==> src/hw/rtl/dwt_pkg.sv <==
// ----------------------------------------------------------------------------
// dwt_pkg
// Shared types, constants and helper functions for the word tokenizer.
// ----------------------------------------------------------------------------
package dwt_pkg;

    // width of byte offsets inside the tokenizer
    localparam int POS_W       = 16;
    // width of the offset and length result ports
    localparam int FIELD_W     = 16;
    // depth of the record queue between front and back
    localparam int QUEUE_DEPTH = 4;
    localparam int QPTR_W      = $clog2(QUEUE_DEPTH);
    localparam int QCNT_W      = QPTR_W + 1;

    localparam logic [POS_W-1:0]  MAX_POS    = {POS_W{1'b1}};
    localparam logic [POS_W-1:0]  NBSP_LEN   = POS_W'(5);
    localparam logic [QPTR_W-1:0] QPTR_LAST  = QPTR_W'(QUEUE_DEPTH - 1);
    localparam logic [QCNT_W-1:0] QCNT_FULL  = QCNT_W'(QUEUE_DEPTH);

    // characters of interest
    localparam logic [7:0] CH_AMP    = 8'h26;  // '&'
    localparam logic [7:0] CH_N      = 8'h6E;  // 'n'
    localparam logic [7:0] CH_B      = 8'h62;  // 'b'
    localparam logic [7:0] CH_S      = 8'h73;  // 's'
    localparam logic [7:0] CH_P      = 8'h70;  // 'p'
    localparam logic [7:0] CH_SEMI   = 8'h3B;  // ';'
    localparam logic [7:0] CH_COMMA  = 8'h2C;  // ','
    localparam logic [7:0] CH_SPACE  = 8'h20;  // ' '
    localparam logic [7:0] CH_QUOTE  = 8'h22;  // '"'
    localparam logic [7:0] CH_LPAREN = 8'h28;  // '('
    localparam logic [7:0] CH_RPAREN = 8'h29;  // ')'
    localparam logic [7:0] CH_STAR   = 8'h2A;  // '*'
    localparam logic [7:0] CH_SLASH  = 8'h2F;  // '/'
    localparam logic [7:0] CH_COLON  = 8'h3A;  // ':'
    localparam logic [7:0] CH_DOT    = 8'h2E;  // '.'
    localparam logic [7:0] CH_LF     = 8'h0A;  // newline
    localparam logic [7:0] CH_TAB    = 8'h09;  // tab

    // "&nbsp" with the oldest byte in the top position
    localparam logic [39:0] NBSP_PATTERN = {CH_AMP, CH_N, CH_B, CH_S, CH_P};

    // one candidate word
    typedef struct packed {
        logic             valid;
        logic [POS_W-1:0] start;
        logic [POS_W-1:0] length;
    } dwt_word_t;

    // everything one input byte can produce: an ordinary word end and a flush
    typedef struct packed {
        dwt_word_t word;
        dwt_word_t flush;
    } dwt_rec_t;

    // word delimiter set
    function automatic logic is_delim(input logic [7:0] c);
        return (c == CH_COMMA)  || (c == CH_SPACE)  || (c == CH_QUOTE) ||
               (c == CH_LPAREN) || (c == CH_RPAREN) || (c == CH_STAR)  ||
               (c == CH_SLASH)  || (c == CH_COLON)  || (c == CH_DOT)   ||
               (c == CH_LF)     || (c == CH_TAB);
    endfunction

    // length of [b, e), zero when the end lies before the start
    function automatic logic [POS_W-1:0] span_len(input logic [POS_W-1:0] b,
                                                  input logic [POS_W-1:0] e);
        return (e >= b) ? (e - b) : '0;
    endfunction

endpackage

==> src/hw/rtl/dwt_front.sv <==
// ----------------------------------------------------------------------------
// dwt_front
// Accepts text bytes, tracks position and entity history, and classifies
// each byte into a record of word ends that is pushed into the queue.
// ----------------------------------------------------------------------------
module dwt_front
    import dwt_pkg::*;
(
    input  logic             clk,
    input  logic             rst_n,
    input  logic             in_valid,
    output logic             in_stall,
    input  logic [7:0]       text_byte,
    input  logic             skipped,
    input  logic             end_of_text,
    input  logic             queue_full,
    output logic             queue_push,
    output dwt_rec_t         queue_rec
);

    logic [POS_W-1:0] pos_reg,        pos_next;
    logic [POS_W-1:0] word_begin_reg, word_begin_next;
    logic [39:0]      byte_hist_reg,  byte_hist_next;
    logic [4:0]       skip_hist_reg,  skip_hist_next;
    logic             prev_skip_reg,  prev_skip_next;

    logic [POS_W-1:0] pos_inc;
    logic [POS_W-1:0] amp_pos;
    logic [POS_W-1:0] word_end;
    logic [POS_W-1:0] begin_after;
    logic             word_ends;
    logic             restart;
    logic             accept;

    assign in_stall   = queue_full;
    assign accept     = in_valid && !queue_full;
    assign queue_push = accept;

    // classify the byte and build its record
    always_comb
    begin
        pos_inc   = (pos_reg == MAX_POS) ? pos_reg : pos_reg + 1'b1;
        amp_pos   = (pos_reg >= NBSP_LEN) ? pos_reg - NBSP_LEN : '0;
        word_ends = 1'b0;
        restart   = 1'b0;
        word_end  = pos_reg;

        priority if (skipped)
        begin
            word_ends = !prev_skip_reg;
            restart   = 1'b1;
        end
        else if (is_delim(text_byte))
        begin
            word_ends = 1'b1;
            restart   = 1'b1;
        end
        else if ((text_byte == CH_SEMI) && (byte_hist_reg == NBSP_PATTERN) &&
                 (skip_hist_reg == 5'b0))
        begin
            word_ends = 1'b1;
            restart   = 1'b1;
            word_end  = amp_pos;
        end
        else
        begin
            // ordinary word byte
            word_ends = 1'b0;
            restart   = 1'b0;
        end

        begin_after = restart ? pos_inc : word_begin_reg;

        queue_rec.word.valid   = word_ends;
        queue_rec.word.start   = word_begin_reg;
        queue_rec.word.length  = span_len(word_begin_reg, word_end);
        queue_rec.flush.valid  = end_of_text;
        queue_rec.flush.start  = begin_after;
        queue_rec.flush.length = span_len(begin_after, pos_inc);
    end

    // text state update, cleared after the last byte of a text
    always_comb
    begin
        pos_next        = pos_reg;
        word_begin_next = word_begin_reg;
        byte_hist_next  = byte_hist_reg;
        skip_hist_next  = skip_hist_reg;
        prev_skip_next  = prev_skip_reg;
        if (accept)
        begin
            if (end_of_text)
            begin
                pos_next        = '0;
                word_begin_next = '0;
                byte_hist_next  = '0;
                skip_hist_next  = '0;
                prev_skip_next  = 1'b0;
            end
            else
            begin
                pos_next        = pos_inc;
                word_begin_next = begin_after;
                byte_hist_next  = {byte_hist_reg[31:0], text_byte};
                skip_hist_next  = {skip_hist_reg[3:0], skipped};
                prev_skip_next  = skipped;
            end
        end
    end

    always_ff @(posedge clk or negedge rst_n)
    begin
        if (!rst_n)
        begin
            pos_reg        <= '0;
            word_begin_reg <= '0;
            byte_hist_reg  <= '0;
            skip_hist_reg  <= '0;
            prev_skip_reg  <= 1'b0;
        end
        else
        begin
            pos_reg        <= pos_next;
            word_begin_reg <= word_begin_next;
            byte_hist_reg  <= byte_hist_next;
            skip_hist_reg  <= skip_hist_next;
            prev_skip_reg  <= prev_skip_next;
        end
    end

endmodule

==> src/hw/rtl/dwt_queue.sv <==
// ----------------------------------------------------------------------------
// dwt_queue
// Short first-in first-out queue of records between front and back.
// ----------------------------------------------------------------------------
module dwt_queue
    import dwt_pkg::*;
(
    input  logic     clk,
    input  logic     rst_n,
    input  logic     push,
    input  dwt_rec_t push_rec,
    output logic     full,
    input  logic     pop,
    output dwt_rec_t head_rec,
    output logic     empty
);

    dwt_rec_t          mem_reg [QUEUE_DEPTH];
    logic [QPTR_W-1:0] wr_ptr_reg, wr_ptr_next;
    logic [QPTR_W-1:0] rd_ptr_reg, rd_ptr_next;
    logic [QCNT_W-1:0] count_reg,  count_next;

    assign full     = (count_reg == QCNT_FULL);
    assign empty    = (count_reg == '0);
    assign head_rec = mem_reg[rd_ptr_reg];

    // pointer and fill count update
    always_comb
    begin
        wr_ptr_next = wr_ptr_reg;
        rd_ptr_next = rd_ptr_reg;
        count_next  = count_reg;
        if (push)
        begin
            wr_ptr_next = (wr_ptr_reg == QPTR_LAST) ? '0 : wr_ptr_reg + 1'b1;
        end
        if (pop)
        begin
            rd_ptr_next = (rd_ptr_reg == QPTR_LAST) ? '0 : rd_ptr_reg + 1'b1;
        end
        unique case ({push, pop})
            2'b10:   count_next = count_reg + 1'b1;
            2'b01:   count_next = count_reg - 1'b1;
            default: count_next = count_reg;
        endcase
    end

    always_ff @(posedge clk or negedge rst_n)
    begin
        if (!rst_n)
        begin
            wr_ptr_reg <= '0;
            rd_ptr_reg <= '0;
            count_reg  <= '0;
        end
        else
        begin
            wr_ptr_reg <= wr_ptr_next;
            rd_ptr_reg <= rd_ptr_next;
            count_reg  <= count_next;
        end
    end

    // storage
    always_ff @(posedge clk)
    begin
        if (push)
        begin
            mem_reg[wr_ptr_reg] <= push_rec;
        end
    end

endmodule

==> src/hw/rtl/dwt_back.sv <==
// ----------------------------------------------------------------------------
// dwt_back
// Pops records, drops words shorter than min_length and sends the rest
// one transaction at a time through the output register.
// ----------------------------------------------------------------------------
module dwt_back
    import dwt_pkg::*;
(
    input  logic               clk,
    input  logic               rst_n,
    input  logic               cfg_wr_en,
    input  logic [7:0]         cfg_wr_data,
    input  logic               queue_empty,
    input  dwt_rec_t           head_rec,
    output logic               queue_pop,
    output logic               out_valid,
    input  logic               out_stall,
    output logic [FIELD_W-1:0] word_start,
    output logic [FIELD_W-1:0] word_length,
    output logic               final_flush,
    output logic               last_of_item
);

    logic [7:0]         min_len_reg;
    dwt_rec_t           hold_reg,    hold_next;
    logic               pend_w_reg,  pend_w_next;
    logic               pend_f_reg,  pend_f_next;
    logic               out_valid_reg, out_valid_next;
    logic [FIELD_W-1:0] start_reg,   start_next;
    logic [FIELD_W-1:0] length_reg,  length_next;
    logic               flush_reg,   flush_next;
    logic               last_reg,    last_next;

    logic [POS_W-1:0]   min_len_ext;
    logic               out_free;
    logic               emit_w;
    logic               emit_f;
    logic               pass_w;
    logic               pass_f;

    assign out_valid    = out_valid_reg;
    assign word_start   = start_reg;
    assign word_length  = length_reg;
    assign final_flush  = flush_reg;
    assign last_of_item = last_reg;

    // pick the next pending word and refill the holding record
    always_comb
    begin
        min_len_ext = POS_W'(min_len_reg);
        out_free    = !out_valid_reg || !out_stall;
        emit_w      = out_free && pend_w_reg;
        emit_f      = out_free && !pend_w_reg && pend_f_reg;
        pend_w_next = pend_w_reg && !emit_w;
        pend_f_next = pend_f_reg && !emit_f;
        hold_next   = hold_reg;

        pass_w    = head_rec.word.valid && (head_rec.word.length >= min_len_ext);
        pass_f    = head_rec.flush.valid && (head_rec.flush.length >= min_len_ext);
        queue_pop = !queue_empty && !pend_w_next && !pend_f_next;
        if (queue_pop)
        begin
            hold_next   = head_rec;
            pend_w_next = pass_w;
            pend_f_next = pass_f;
        end
    end

    // output register
    always_comb
    begin
        out_valid_next = out_valid_reg;
        start_next     = start_reg;
        length_next    = length_reg;
        flush_next     = flush_reg;
        last_next      = last_reg;
        if (out_free)
        begin
            out_valid_next = emit_w || emit_f;
            if (emit_f)
            begin
                start_next  = FIELD_W'(hold_reg.flush.start);
                length_next = FIELD_W'(hold_reg.flush.length);
                flush_next  = 1'b1;
                last_next   = 1'b1;
            end
            else
            begin
                start_next  = FIELD_W'(hold_reg.word.start);
                length_next = FIELD_W'(hold_reg.word.length);
                flush_next  = 1'b0;
                last_next   = !pend_f_reg;
            end
        end
    end

    always_ff @(posedge clk or negedge rst_n)
    begin
        if (!rst_n)
        begin
            min_len_reg   <= 8'd1;
            pend_w_reg    <= 1'b0;
            pend_f_reg    <= 1'b0;
            out_valid_reg <= 1'b0;
        end
        else
        begin
            if (cfg_wr_en)
            begin
                min_len_reg <= cfg_wr_data;
            end
            pend_w_reg    <= pend_w_next;
            pend_f_reg    <= pend_f_next;
            out_valid_reg <= out_valid_next;
        end
    end

    // payload registers
    always_ff @(posedge clk)
    begin
        hold_reg   <= hold_next;
        start_reg  <= start_next;
        length_reg <= length_next;
        flush_reg  <= flush_next;
        last_reg   <= last_next;
    end

endmodule

==> src/hw/rtl/delimiter_word_tokenizer_top.sv <==
// ----------------------------------------------------------------------------
// delimiter_word_tokenizer_top
// Word tokenizer: reports start offset and length of each word in a text.
// ----------------------------------------------------------------------------
// Input channel: one text byte per transaction (text_byte, skipped,
// end_of_text), taken when in_valid is high and in_stall is low.
// Output channel: one word per transaction (word_start, word_length,
// final_flush, last_of_item), taken when out_valid is high and out_stall
// is low. A byte gives zero, one or two words; last_of_item marks the last.
// min_length is written through cfg_wr_en / cfg_wr_data; the user must write
// it only while the block is idle, which the block itself does not enforce.
// Words shorter than min_length are dropped. Throughput: one byte per cycle
// in unless in_stall is high, one word per cycle out unless out_stall is high.
// A byte that produces two words sends them one after the other. A word goes
// through the queue write, the holding record and the output register in turn.
// A four-record queue lets the front keep taking bytes while the receiver
// stalls; in_stall rises only when that queue is full.
// Reset clears all text state, empties the queue and sets min_length to 1.
// ----------------------------------------------------------------------------
module delimiter_word_tokenizer_top
    import dwt_pkg::*;
(
    input  logic               clk,
    input  logic               rst_n,
    input  logic               cfg_wr_en,
    input  logic [7:0]         cfg_wr_data,
    input  logic               in_valid,
    output logic               in_stall,
    input  logic [7:0]         text_byte,
    input  logic               skipped,
    input  logic               end_of_text,
    output logic               out_valid,
    input  logic               out_stall,
    output logic [FIELD_W-1:0] word_start,
    output logic [FIELD_W-1:0] word_length,
    output logic               final_flush,
    output logic               last_of_item
);

    logic     queue_full;
    logic     queue_empty;
    logic     queue_push;
    logic     queue_pop;
    dwt_rec_t push_rec;
    dwt_rec_t head_rec;

    // byte classification
    dwt_front u_front
    (
        .clk         (clk),
        .rst_n       (rst_n),
        .in_valid    (in_valid),
        .in_stall    (in_stall),
        .text_byte   (text_byte),
        .skipped     (skipped),
        .end_of_text (end_of_text),
        .queue_full  (queue_full),
        .queue_push  (queue_push),
        .queue_rec   (push_rec)
    );

    // record queue
    dwt_queue u_queue
    (
        .clk      (clk),
        .rst_n    (rst_n),
        .push     (queue_push),
        .push_rec (push_rec),
        .full     (queue_full),
        .pop      (queue_pop),
        .head_rec (head_rec),
        .empty    (queue_empty)
    );

    // filtering and result output
    dwt_back u_back
    (
        .clk          (clk),
        .rst_n        (rst_n),
        .cfg_wr_en    (cfg_wr_en),
        .cfg_wr_data  (cfg_wr_data),
        .queue_empty  (queue_empty),
        .head_rec     (head_rec),
        .queue_pop    (queue_pop),
        .out_valid    (out_valid),
        .out_stall    (out_stall),
        .word_start   (word_start),
        .word_length  (word_length),
        .final_flush  (final_flush),
        .last_of_item (last_of_item)
    );

endmodule
==> config.mk <==
export PLATFORM = sky130hd
export DESIGN_NAME = delimiter_word_tokenizer_top
export DESIGN_NICKNAME = d
export VERILOG_FILES = /design/src/hw/rtl/dwt_pkg.sv /design/src/hw/rtl/dwt_front.sv /design/src/hw/rtl/dwt_queue.sv /design/src/hw/rtl/dwt_back.sv /design/src/hw/rtl/delimiter_word_tokenizer_top.sv
export SDC_FILE = /design/constraint.sdc
export NUM_CORES = 1
export LEC_CHECK = 0
export BUFFER_PORTS_ARGS = -buffer_cell sky130_fd_sc_hd__buf_2
export CORE_AREA = 2 2 194 243
export DETAILED_ROUTE_END_ITERATION = 6
export DIE_AREA = 0 0 196 245
export MAX_ROUTING_LAYER = met4
export PLACE_DENSITY_LB_ADDON = 0.12
export SLEW_MARGIN = 20
export SYNTH_ARGS = -nofsm -noshare
export SYNTH_HDL_FRONTEND = slang
export SYNTH_SLANG_ARGS = --single-unit
export TNS_END_PERCENT = 30
==> constraint.sdc <==
create_clock -name clk -period 6.5 [get_ports clk]
set_input_delay 1.625 -clock clk [delete_from_list [all_inputs] [get_ports clk]]
set_output_delay 1.625 -clock clk [all_outputs]
set_load 0.01 [all_outputs]
Yosys cells after proc, flatten, opt, wreduce, memory -nomap -nowiden
Memories as Yosys holds them, arrays and structs flattened.
Index checks and enable logic that the tools add are counted.
{ "op_classes": {"add_sub_neg": 8, "order_cmp": 5, "n_eq_ne": 19, "n_mux": 27, "reduce_logical": 38} }
{ "ops": {"columns": ["cell", "count"], "rows": [
  ["$mux 16", 12],
  ["$eq 8x6->1 const B", 10],
  ["$eq 40x38->1 const B", 1],
  ["$mux 40", 1],
  ["$ge 16x16->1", 2],
  ["$ge 16x8->1", 2],
  ["$sub 16x16->16", 2],
  ["$add 16x1->16 const B", 1],
  ["$eq 16x16->1 const B", 1],
  ["$eq 8x4->1 const B", 2],
  ["$ge 16x3->1 const B", 1],
  ["$sub 16x3->16 const B", 1],
  ["$logic_and 1x1->1", 12],
  ["$logic_or 1x1->1", 12],
  ["$logic_not 1->1", 11],
  ["$mux 1", 10],
  ["$eq 2x2->1 const B", 3],
  ["$pmux 3 s2", 1],
  ["$logic_not 5->1", 1],
  ["$mux 5", 1],
  ["$add 2x1->2 const B", 2],
  ["$mux 2", 2],
  ["$add 3x1->3 const B", 1],
  ["$eq 3x3->1 const B", 1],
  ["4 further kinds", 4]
]} }
{ "word_totals": {"ff_bits": 194, "mem_bits_rw": 264, "input_bits": 23, "word_cells": 118, "memories": 1} }
{ "mem_list": {"columns": ["memory", "words", "word_bits", "rd", "rd_ports_with_merged_regs", "write_ports", "line", "source"], "rows": [
  ["u_queue.mem_reg", 4, 66, 1, 0, 1, "dwt_queue.sv:18", "dwt_rec_t mem_reg [QUEUE_DEPTH];"]
]} }

Depth between registers and ports, before layout
{ "logic_depth": {"depth_word": 16, "mapped_depth": 22} }

Cells and area by module
A second synthesis with hierarchy kept.
{ "hier_totals": {"cells_unflattened": 1402, "hier_area_um2": 20439.6} }
{ "modules_own_cells": {"columns": ["mod", "instances", "cells_each", "area_each_um2"], "rows": [
  ["dwt_queue", 1, 383, 9962.1],
  ["dwt_front", 1, 794, 6193.4],
  ["dwt_back", 1, 225, 4284.1]
]} }

Worst setup path after synthesis
No wires, ideal clock.
{ "synth_timing": {"path_type": "input-to-reg", "from": "in out_stall", "to": "reg u_queue.count_reg[2]", "arrival_ps": 6426, "slack_ps": -6, "path_stages": 10, "path_cell_list": "a21oi_1 -> nand2b_1 -> o31ai_1 -> nor2b_1 -> ha_1 -> inv_1 -> fa_1 -> xor2_1 -> nor2_1 -> xor2_1"} }
{ "synth_between": {"elab_chain_cells": 10} }
{ "synth_lines": {"columns": ["item", "line", "source"], "rows": [
  ["start, declared", "delimiter_word_tokenizer_top.sv:33", "input logic out_stall,"],
  ["$logic_not 1->1 *", "dwt_back.sv:51", "out_free = !out_valid_reg || !out_stall;"],
  ["$logic_or 1x1->1 *", "dwt_back.sv:51", null],
  ["$logic_and 1x1->1, on equally long branches", "dwt_back.sv:52, dwt_back.sv:53", null],
  ["$logic_not 1->1 / $logic_and 1x1->1 (equally long branches)", "dwt_back.sv:54, dwt_back.sv:53", null],
  ["$logic_and 1x1->1 / $logic_not 1->1 (equally long branches)", "dwt_back.sv:54, dwt_back.sv:55", null],
  ["$logic_not 1->1 / $logic_and 1x1->1 (equally long branches)", "dwt_back.sv:60, dwt_back.sv:55", null],
  ["$logic_and 1x1->1 / $logic_not 1->1 (equally long branches)", "dwt_back.sv:60", "queue_pop = !queue_empty && !pend_w_next && !pend_f_next;"],
  ["$logic_and 1x1->1 *", "dwt_back.sv:60", null],
  ["net queue_pop", "delimiter_word_tokenizer_top.sv:43", "logic queue_pop;"],
  ["$eq 2x1->1 / $eq 2x2->1 (equally long branches)", "dwt_queue.sv:41", "unique case ({push, pop})"],
  ["$pmux 3 s2 / $reduce_bool 2->1 (equally long branches)", null, null],
  ["end signal, assigned", "dwt_queue.sv:60", "count_reg <= count_next;"],
  ["end, declared", "dwt_queue.sv:21", "logic [QCNT_W-1:0] count_reg, count_next;"]
]} }
The timed path passes the listed nets; every way through them passes the cells marked *.
A chain may end at the register's enable or synchronous reset.

==> flow_metrics.tcl <==
set metrics [dict create \
    outcome "finished clean" \
    post_drt_wl_per_cell_um 21.7 \
    synthFlopType "edfxtp_1" \
    path_cells "buf_2 -> nand4b_1 -> or3_1 -> nor4_4 -> nand2b_1 -> nand2b_1 -> o21ai_0 -> inv_1 -> fa_1 -> nor2b_1 -> o21ai_0 -> a21boi_0 -> o21ai_0 -> a21boi_0 -> o21ai_0 -> a21oi_1 -> o21a_1 -> o211ai_1 -> buf_4 -> a211oi_1" \
    place_area_um2 21400 \
    rsz0062_at_grt "no" \
    drtIter0Drc 760 \
    pre_cts_slack_ns 0.251 \
    fin_tns_setup_ns 0 \
    dp_hpwl_um 30200 \
    grt_start_max_net_pins 87 \
    synth.area.top_cells "edfxtp_1 54%, dfrtp_1 12%, mux4_2 7.3%" \
    cts_tree "done" \
    crit_path_max_fanout 9 \
    n_fill_cell 3937 \
    synth_fp_nets 1478 \
    ys_seq_area_frac 0.652 \
    syn_avg_cell_area_um2 14.5 \
    cts-htree-levels 2 \
    syn_area_um2 20300 \
    fin_crit_sh 0.881 \
    routed_via_density 5.51 \
    clock.fmax_mhz 175 \
    drive_gt1_frac 0.199 \
    die_y_um 245 \
    async_reset_ff_frac 0.208 \
    hold_violations 0 \
    slowest_stage "fa_1" \
    areaGrowthSynthToFinish_pct 12.7 \
    start_util 0.444 \
    ys_seq_elements 457 \
    worst_pin_slew_ns 1.04 \
    cts_setup_buffers 0 \
    yosysTopAreaCell "edfxtp_1" \
    path_common_cell "o21ai_0" \
    setup_ws_ns 0.771 \
    ctsHoldBuffers 0 \
    synth_top_area_share 0.535 \
    crit_family "compound AO/OA/AOI/OAI gates" \
    leakage_nw 8.54 \
    cp-start-kind "primary input" \
    powerDensity_nw_per_um2 481 \
    clock_path_buffers 3 \
    fin_area_um2 22900 \
    diodes 0 \
    vdd_drop_max_v 0.000214 \
    row_count 88 \
    grt-ovfl-total 0 \
    cts_sinks 457 \
    final_core_utilization 0.500 \
    ctsResizeCount 0 \
    portBuffers 58 \
    cts_root_buf "clkbuf_16" \
    largest_register_ffs 264 \
    final_common_cell "edfxtp_1" \
    grt_first_pass_wirelength_um 71200 \
    final.setup_skew_ns 0.0230 \
    layout_common_cells "362 x edfxtp_1, 112 x nand2_1, 100 x o21ai_0" \
    total_power_w 0.0110 \
    post-route-min-period_ns 5.73 \
    cp.arrival_ns 6.06 \
    multi_input_area_um2 6640 \
    slowest_delay_ns 0.43 \
    clk_latency_ns 0.58 \
    grt_usage 0.202 \
    hp-class "reg2reg" \
    dr.pass1.iters 5 \
    slew_violations 0 \
    cts_buffers 48 \
    finalNetCount 1549 \
    cp-end-kind "flop" \
    core_um2 45800 \
    cts.reportedPaths.clkPinSlew_ns 0.06 \
    dieArea_um2 48000 \
    die_w_um 196 \
    grt_pass1_vias 11900 \
    synth-edff-count 362 \
    cap_violations 0 \
    via_count 11600 \
    io_pins 59 \
    critPathBufInv 3 \
    drc 0 \
    wl_um 45500 \
    setup_viol 0 \
    gp_congestion 0.901 \
    seqCellArea_um2 13300 \
    cp.required_ns 6.83 \
    slew_headroom 0.309 \
    synth_warnings 0 \
    antenna_found_initial 0 \
    drtAntennaViolNets 0 \
    critical_path_class "in2reg" \
    ys_types 81 \
    synth_cells 1403 \
]
-- Yosys cell counts (8+ instances only) --
cell and count:
o31ai_1 8, a21oi_1 48, nand3_1 8, clkbuf_1 38
xnor2_1 30, and3_1 13, nand4_1 12, a21o_1 9
nor2b_1 15, a31oi_1 11, mux4_2 66, xor2_1 16
mux2i_1 9, inv_1 55, buf_1 17, nor4_1 9
dfrtp_1 94, nor3_1 15, nand2_1 115, o21ai_0 100
edfxtp_1 362, nor2_1 73, nand2b_1 57, buf_2 11
a22o_1 15, mux2_2 38, a211oi_1 9, ha_1 50
-- cell type report --
| cell class | count | share of cell area |
|---|---|---|
| sequential | 457 | 0.579 |
| tap | 585 | 0.0320 |
| clock buffer | 55 | 0.0550 |
| inverter | 55 | 0.00902 |
| clock inverter | 32 | 0.0121 |
| multi-input combinational | 823 | 0.290 |
| timing repair buffer | 89 | 0.0230 |
-- final timing paths --
kind                       cells after the start                                    end  slack (ns)                             startpoint
setup / recovery                              20       u_queue.mem_reg[2][44]$_DFFE_PP_        0.77                           text_byte[2]
hold / removal                                 2  u_front.byte_hist_reg[37]$_DFFE_PN0P_        0.48  u_front.byte_hist_reg[37]$_DFFE_PN0P_
setup reg to reg                              19       u_queue.mem_reg[1][44]$_DFFE_PP_        1.32  u_front.byte_hist_reg[36]$_DFFE_PN0P_
hold reg to reg                                2  u_front.byte_hist_reg[37]$_DFFE_PN0P_        0.48  u_front.byte_hist_reg[37]$_DFFE_PN0P_
max in group asynchronous                      2      u_back.min_len_reg[0]$_DFFE_PN1P_        4.28                                  rst_n
min in group asynchronous                      1   u_front.skip_hist_reg[1]$_DFFE_PN0P_        1.14                                  rst_n
-- cell families after synthesis --
logic type,after synthesis,synth area share
DFF,457,0.652
muxes,113,0.0987
and+or+nand+nor,364,0.0932
adders and majority gates,54,0.0338
AOI/OAI and AO/OA,245,0.0776
xor gates and xnor gates,47,0.0209
buffers and inverters,123,0.0236
-- per-stage QoR --
stage / cells / hold WS, ns
global route: 2096 / 0.510
global placement: 2009 / 0.455
floorplan: 1403 / 0.441
detailed placement: 2009 / 0.469
CTS: 2096 / 0.482
finish: 2096 / 0.479
-- report_power, final --
group	leakage, nW	switching (W)	internal [W]
sequential	4.72	0.000397	0.00458
combinational	3.06	0.00200	0.00136
clock	0.760	0.00113	0.00155
total	8.54	0.00353	0.00749
-- routing by layer --
metal | global-route usage | part of all wire | vias to the layer above
met5 | - | 0 | -
met4 | 0.0597 | 0.026 | 0
met3 | 0.0283 | 0.027 | 71
met2 | 0.350 | 0.52 | 166
met1 | 0.247 | 0.43 | 5863
li1 | - | - | 5457
-- worst reg2reg max path: cells and delay by family (launching register included) --
kind                       cells  cell delay, ns
AOI/OAI and AO/OA             10            2.19
and+or+nand+nor                6            1.64
adders and majority gates      1            0.43
DFF                            1            0.38
buffers and inverters          2            0.30
No activity file was read; power rests on OpenSTA's default activity.
